`config.mk`:
```
export PLATFORM = sky130hd
export DESIGN_NAME = frame_noise_to_mask_ratio_unit
export DESIGN_NICKNAME = d
export VERILOG_FILES = /design/src/nmr_pkg.sv /design/src/frame_noise_to_mask_ratio_unit.sv /design/src/nmr_div.sv
export SDC_FILE = /design/constraint.sdc
export NUM_CORES = 2
export LEC_CHECK = 0
export BUFFER_PORTS_ARGS = -buffer_cell sky130_fd_sc_hd__buf_2
export CORE_AREA = 10 10 343 345
export DETAILED_ROUTE_END_ITERATION = 8
export DIE_AREA = 0 0 353 355
export GPL_TIMING_DRIVEN = 0
export PLACE_DENSITY = 0.53
export RECOVER_POWER = 25
export SYNTH_ARGS = -nofsm -noshare
export SYNTH_HDL_FRONTEND = slang
export SYNTH_SLANG_ARGS = --single-unit
```
`constraint.sdc`:
```
create_clock -name i_clk -period 6.8 [get_ports i_clk]
set_input_delay 0 -clock i_clk [delete_from_list [all_inputs] [get_ports i_clk]]
set_output_delay 0 -clock i_clk [all_outputs]
set_load 0.01 [all_outputs]
```
`src/nmr_pkg.sv`:
```
`default_nettype none

package nmr_pkg;

    // field and state widths
    localparam int NOISE_W  = 32;
    localparam int EXC_W    = 32;
    localparam int WGT_W    = 16;
    localparam int RATIO_W  = 32;
    localparam int DEN_W    = WGT_W + EXC_W;
    localparam int SUM_W    = 40;
    localparam int CNT_W    = 8;
    localparam int STEP_W   = 6;

    // frame limits
    localparam int MAX_BANDS        = 128;
    localparam logic [CNT_W-1:0] BAND_COUNT_RESET = CNT_W'(109);
    localparam logic [CNT_W-1:0] BAND_COUNT_MAX   = CNT_W'(MAX_BANDS);

    // last step index of each divider run
    localparam logic [STEP_W-1:0] RATIO_LAST_STEP = STEP_W'(RATIO_W - 1);
    localparam logic [STEP_W-1:0] MEAN_LAST_STEP  = STEP_W'(SUM_W - 1);

    localparam logic [RATIO_W-1:0] RATIO_SAT = '1;

    // control from the sequencer to the shared divider
    typedef struct packed {
        logic load;
        logic step;
    } t_div_ctl;

endpackage

`default_nettype wire

```
`src/frame_noise_to_mask_ratio_unit.sv`:
```
// Frame noise-to-mask ratio unit.
// Input channel (i_in_valid / o_in_ready) takes one critical band per item:
// noise energy, excitation energy (UQ16.16) and mask weight (UQ0.16).
// The band ratio noise / (weight * excitation) is formed in UQ16.16 and
// saturates to all ones on overflow or a zero denominator.
// Output channel (o_out_valid / i_out_ready) gives one item per frame:
// mean and peak ratio and a saturation flag, after band_count bands.
// Config channel (i_cfg_valid / o_cfg_ready) writes band_count; always ready.
// Between accept and ready again a band passes a multiply state, a check
// state, 32 steps of the shared restoring divider and an accumulate state;
// a band whose ratio saturates skips the divider. The last band of a frame
// adds 40 divider steps for the mean and then an output load state.
// The output register holds a result until taken; the block keeps taking
// bands while it waits and only stalls when the next frame result is ready.
// Reset (synchronous, active low) clears the frame state, drops o_out_valid
// and sets band_count to 109.
`default_nettype none

module frame_noise_to_mask_ratio_unit
    import nmr_pkg::*;
(
    input  wire logic               i_clk,
    input  wire logic               i_rst_n,
    // band items
    input  wire logic               i_in_valid,
    output logic                    o_in_ready,
    input  wire logic [NOISE_W-1:0] i_noise_energy,
    input  wire logic [EXC_W-1:0]   i_excitation_energy,
    input  wire logic [WGT_W-1:0]   i_mask_weight,
    // frame results
    output logic                    o_out_valid,
    input  wire logic               i_out_ready,
    output logic [RATIO_W-1:0]      o_nmr_mean,
    output logic [RATIO_W-1:0]      o_nmr_peak,
    output logic                    o_saturated,
    // configuration
    input  wire logic               i_cfg_valid,
    output logic                    o_cfg_ready,
    input  wire logic [CNT_W-1:0]   i_cfg_band_count
);

    typedef enum logic [2:0] {
        S_IDLE,
        S_MUL,
        S_CHK,
        S_DIV,
        S_ACC,
        S_MEAN,
        S_OUT
    } t_state;

    t_state r_state;

    logic [CNT_W-1:0]   r_band_count;
    logic [NOISE_W-1:0] r_noise;
    logic [EXC_W-1:0]   r_exc;
    logic [WGT_W-1:0]   r_weight;
    logic [DEN_W-1:0]   r_den;
    logic               r_sat_band;
    logic [STEP_W-1:0]  r_step;
    logic [SUM_W-1:0]   r_sum;
    logic [RATIO_W-1:0] r_peak;
    logic               r_sat_seen;
    logic [CNT_W-1:0]   r_index;
    logic               r_out_valid;
    logic [RATIO_W-1:0] r_mean_out;
    logic [RATIO_W-1:0] r_peak_out;
    logic               r_sat_out;

    logic [DEN_W-1:0]   w_prod;
    logic               w_band_sat;
    logic [RATIO_W-1:0] w_ratio;
    logic [SUM_W-1:0]   n_sum;
    logic [RATIO_W-1:0] n_peak;
    logic [CNT_W-1:0]   w_cnt;
    logic               w_last;
    t_div_ctl           w_div_ctl;
    logic [DEN_W-1:0]   w_rem_init;
    logic [SUM_W-1:0]   w_quo_init;
    logic [DEN_W-1:0]   w_divisor;
    logic [SUM_W-1:0]   w_quo;

    // shared divider
    nmr_div u_div (
        .i_clk      (i_clk),
        .i_ctl      (w_div_ctl),
        .i_rem_init (w_rem_init),
        .i_quo_init (w_quo_init),
        .i_divisor  (w_divisor),
        .o_quo      (w_quo)
    );

    // denominator product, check for zero or overflow
    always_comb begin
        w_prod     = r_weight * r_exc;
        w_band_sat = (r_den == '0) || ({{(DEN_W-NOISE_W){1'b0}}, r_noise} >= r_den);
    end

    // band ratio, accumulation and frame end
    always_comb begin
        w_ratio = r_sat_band ? RATIO_SAT : w_quo[RATIO_W-1:0];
        n_sum   = r_sum + SUM_W'(w_ratio);
        n_peak  = (w_ratio > r_peak) ? w_ratio : r_peak;
        if (r_band_count == '0) begin
            w_cnt = CNT_W'(1);
        end else if (r_band_count > BAND_COUNT_MAX) begin
            w_cnt = BAND_COUNT_MAX;
        end else begin
            w_cnt = r_band_count;
        end
        w_last = ({1'b0, r_index} + (CNT_W+1)'(1)) >= {1'b0, w_cnt};
    end

    // divider load and step selection
    always_comb begin
        w_div_ctl.load = 1'b0;
        w_div_ctl.step = 1'b0;
        w_rem_init     = '0;
        w_quo_init     = n_sum;
        w_divisor      = DEN_W'(w_cnt);
        case (r_state)
            S_CHK: begin
                w_div_ctl.load = ~w_band_sat;
                w_rem_init     = DEN_W'(r_noise);
                w_quo_init     = '0;
                w_divisor      = r_den;
            end
            S_ACC: begin
                w_div_ctl.load = w_last;
            end
            S_DIV, S_MEAN: begin
                w_div_ctl.step = 1'b1;
            end
            default: begin
                w_div_ctl.load = 1'b0;
            end
        endcase
    end

    // configuration register
    always_ff @(posedge i_clk) begin
        if (!i_rst_n) begin
            r_band_count <= BAND_COUNT_RESET;
        end else if (i_cfg_valid) begin
            r_band_count <= i_cfg_band_count;
        end
    end

    // sequencer with frame state and output register
    always_ff @(posedge i_clk) begin
        if (!i_rst_n) begin
            r_state     <= S_IDLE;
            r_sum       <= '0;
            r_peak      <= '0;
            r_sat_seen  <= 1'b0;
            r_index     <= '0;
            r_out_valid <= 1'b0;
            r_step      <= '0;
        end else begin
            // the output load below takes over when a taken item is replaced
            if (r_out_valid && i_out_ready && (r_state != S_OUT)) begin
                r_out_valid <= 1'b0;
            end
            case (r_state)
                S_IDLE: begin
                    if (i_in_valid) begin
                        r_noise  <= i_noise_energy;
                        r_exc    <= i_excitation_energy;
                        r_weight <= i_mask_weight;
                        r_state  <= S_MUL;
                    end
                end
                S_MUL: begin
                    r_den   <= w_prod;
                    r_state <= S_CHK;
                end
                S_CHK: begin
                    r_sat_band <= w_band_sat;
                    r_step     <= '0;
                    r_state    <= w_band_sat ? S_ACC : S_DIV;
                end
                S_DIV: begin
                    r_step <= r_step + STEP_W'(1);
                    if (r_step == RATIO_LAST_STEP) begin
                        r_state <= S_ACC;
                    end
                end
                S_ACC: begin
                    r_sum      <= n_sum;
                    r_peak     <= n_peak;
                    r_sat_seen <= r_sat_seen | r_sat_band;
                    r_step     <= '0;
                    if (w_last) begin
                        r_state <= S_MEAN;
                    end else begin
                        r_index <= r_index + CNT_W'(1);
                        r_state <= S_IDLE;
                    end
                end
                S_MEAN: begin
                    r_step <= r_step + STEP_W'(1);
                    if (r_step == MEAN_LAST_STEP) begin
                        r_state <= S_OUT;
                    end
                end
                S_OUT: begin
                    // wait for the previous frame item to leave
                    if (!r_out_valid || i_out_ready) begin
                        r_mean_out  <= w_quo[RATIO_W-1:0];
                        r_peak_out  <= r_peak;
                        r_sat_out   <= r_sat_seen;
                        r_out_valid <= 1'b1;
                        r_sum       <= '0;
                        r_peak      <= '0;
                        r_sat_seen  <= 1'b0;
                        r_index     <= '0;
                        r_state     <= S_IDLE;
                    end
                end
                default: begin
                    r_state <= S_IDLE;
                end
            endcase
        end
    end

    assign o_in_ready  = (r_state == S_IDLE);
    assign o_out_valid = r_out_valid;
    assign o_nmr_mean  = r_mean_out;
    assign o_nmr_peak  = r_peak_out;
    assign o_saturated = r_sat_out;
    assign o_cfg_ready = 1'b1;

endmodule

`default_nettype wire

```
`src/nmr_div.sv`:
```
`default_nettype none

module nmr_div
    import nmr_pkg::*;
(
    input  wire logic             i_clk,
    input  wire t_div_ctl         i_ctl,
    input  wire logic [DEN_W-1:0] i_rem_init,
    input  wire logic [SUM_W-1:0] i_quo_init,
    input  wire logic [DEN_W-1:0] i_divisor,
    output logic      [SUM_W-1:0] o_quo
);

    logic [DEN_W-1:0] r_rem;
    logic [SUM_W-1:0] r_quo;
    logic [DEN_W-1:0] r_dvs;

    logic [DEN_W:0]   w_shift;
    logic [DEN_W+1:0] w_diff;
    logic             w_ge;
    logic [DEN_W-1:0] n_rem;
    logic [SUM_W-1:0] n_quo;

    // one restoring step: shift in the next dividend bit, trial subtract
    always_comb begin
        w_shift = {r_rem, r_quo[SUM_W-1]};
        w_diff  = {1'b0, w_shift} - {2'b00, r_dvs};
        w_ge    = ~w_diff[DEN_W+1];
        n_rem   = w_ge ? w_diff[DEN_W-1:0] : w_shift[DEN_W-1:0];
        n_quo   = {r_quo[SUM_W-2:0], w_ge};
    end

    // working registers, loaded by the sequencer
    always_ff @(posedge i_clk) begin
        if (i_ctl.load) begin
            r_rem <= i_rem_init;
            r_quo <= i_quo_init;
            r_dvs <= i_divisor;
        end else if (i_ctl.step) begin
            r_rem <= n_rem;
            r_quo <= n_quo;
        end
    end

    assign o_quo = r_quo;

endmodule

`default_nettype wire

```
==> flow_metrics.env <==
export IMPL_path_buf_inv=6
export IMPL_area_growth_pct=18.7
export IMPL_nets=5181
export IMPL_netlist_instances=3982
export IMPL_wire_per_inst_um=19.2
export IMPL_clockRootBuffer="clkbuf_16"
export IMPL_cts_tree="built"
export IMPL_cts_buffer_depth=3
export IMPL_synth_area_per_cell_sq_um=9.64
export IMPL_path_common_cell="fa_1"
export IMPL_hp_class="in -> reg"
export IMPL_vias=29111
export IMPL_initial_utilization=0.348
export IMPL_htreeDepth=2
export IMPL_hold_viol_final=0
export IMPL_fp_dieH_um=355
export IMPL_dieArea_sq_um=125000
export IMPL_layout_commonest_cell="inv_1"
export IMPL_dp_hpwl_um=88300
export IMPL_place_area_sq_um=41200
export IMPL_fin_worst_skew_ns=0.0524
export IMPL_drt_iter0_markers=2016
export IMPL_totalWireLength_um=114000
export IMPL_grt_overflow=0
export IMPL_antenna_found_initial=2
export IMPL_drc_errors=0
export IMPL_cpLargestDelayFamily="adder cells"
export IMPL_syn_nets=4769
export IMPL_synth_seq_cells=429
export IMPL_outcome="finished clean"
export IMPL_viasPerCell=4.91
export IMPL_clk_pin_slew_ns=0.06
export IMPL_setup_viol=0
export IMPL_slowest_delay_ns=0.57
export IMPL_grt_pass1_vias=30193
export IMPL_fin_crit_sh=0.990
export IMPL_die_x_um=353
export IMPL_period_needed_ns=6.73
export IMPL_routabilityCongestion=0.901
export IMPL_max_freq_ghz=0.149
export IMPL_final_cell_mix="inv_1, nand2_1, fa_1"
export IMPL_cp_required_ns=7.18
export IMPL_grt_pass1_wl_um=178000
export IMPL_core_sq_um=110000
export IMPL_crit_path_top_delay_cell="fa_1"
export IMPL_worst_skew_pair_late_latency_ns=0.67
export IMPL_ant_nets=0
export IMPL_rsz0062_at_grt="true"
export IMPL_relSlewSlack=0.141
export IMPL_seq_area_frac_synth=0.310
export IMPL_synth_distinct_cells=81
export IMPL_synthesis_area_sq_um=38400
export IMPL_fp_row_count=122
export IMPL_yosysTopAreaCellShare=0.258
export IMPL_clock_sinks=429
export IMPL_worst_endpoint_arrival_ns=7.12
export IMPL_dr_pass1_iters=5
export IMPL_synth_edf_count=330
export IMPL_synth_ff_type="edfxtp_1"
export IMPL_path_max_fanout=6
export IMPL_nFillCells=10878
export IMPL_cap_violations=0
export IMPL_cts_buffers=52
export IMPL_maxSlewViolCount=0
export IMPL_ios=161
export IMPL_endpoint_kind="flip-flop"
export IMPL_synth_largest_area_cell="edfxtp_1"
export IMPL_grt_use_total=0.179
export IMPL_cp_start_kind="flip-flop"
export IMPL_ys_warn_count=0
export IMPL_synthArstFlopShare=0
export IMPL_stdcell_area_sq_um=45500
export IMPL_tns_ns=0
export IMPL_synth_area_top_cells="edfxtp_1, fa_1, ha_1, inv_1, nand2_1"
export IMPL_grt_max_degree=62
export IMPL_drive_above_1_share=0.113
export IMPL_critical_path_class="reg -> reg"
export IMPL_worst_pin_slew_ns=1.29
export IMPL_port_buffers=158
state kept, by name, indices dropped and copies added, names as in the netlist, 40 cells and up:
signal,count
r_den,48
r_sum,40
u_div.o_quo,40
u_div.r_dvs,48
u_div.r_rem,48
repair_timing:
| action | in CTS | in global routing |
|---|---|---|
| pin swaps | 29 | 59 |
| gates cloned | 2 | 1 |
| buffers inserted | 46 | 47 |
| hold endpoints to repair | 104 | 0 |
| hold buffers | 105 | 0 |
| resized for setup | 170 | 146 |
| endpoints found under the setup margin | 26 | 16 |
Yosys cell counts, types with 34 or more instances:
library cell and n:
xnor2_1 79, nor2_1 159, nand4_1 43, inv_1 600
ha_1 274, dfxtp_1 99, clkbuf_1 161, and3_1 58
and2_1 230, or2_2 34, nand2_1 541, o21ai_0 150
mux2i_1 50, a21o_1 102, xor2_1 47, a21oi_1 201
nand3_1 75, fa_1 420, edfxtp_1 330
worst paths after layout:
check                                from              to  slack (ns)  depth (start not counted)
setup reg to reg              r_weight[4]       r_den[40]        0.07                         25
hold reg to reg                r_peak[13]  o_nmr_peak[13]        0.46                          0
hold / removal    i_excitation_energy[17]       r_exc[17]        0.06                          2
setup / recovery              r_weight[4]       r_den[40]        0.07                         25
cells by family after synthesis:
family          synth area share
compound gates             0.105
xor+xnor                  0.0288
fa+ha+maj                  0.308
buf+inv                   0.0777
flops                      0.310
mux                       0.0133
other cells            0.0000977
simple gates               0.157
routing by layer:
layer	vias up	track usage	part of all wire
li1	13918	-	-
met2	718	0.293	0.46
met5	-	0	0.00011
met1	14321	0.244	0.46
met4	2	0.0462	0.026
met3	152	0.0306	0.057
through the flow:
stage | util | setup slack (ns) | hold WS (ns) | std cells
floorplan | - | 0.215 | 0.0989 | 3982
global placement | 0.372 | -1.80 | 0.176 | 5628
detailed placement | 0.373 | -0.971 | 0.178 | 5637
CTS | 0.407 | 0.00166 | 0.00226 | 5883
global route | 0.413 | -0.153 | 0.0343 | 5925
finish | 0.413 | 0.0675 | 0.0583 | 5926
layout make-up:
| class | instances | area (sq um) | share of cell area |
|---|---|---|---|
| clock inverter | 30 | 508 | 0.0112 |
| multi-input combinational | 2767 | 23800 | 0.523 |
| antenna | 1 | 2.50 | 0.0000550 |
| timing repair buffer | 368 | 2700 | 0.0593 |
| inverter | 602 | 2260 | 0.0497 |
| clock buffer | 67 | 1410 | 0.0309 |
| buffer | 174 | 1070 | 0.0236 |
| tap | 1488 | 1860 | 0.0409 |
| sequential | 429 | 11900 | 0.261 |
Power is not shown: default switching activity piles up to over one toggle a cycle in this logic, so the estimate is an artifact.
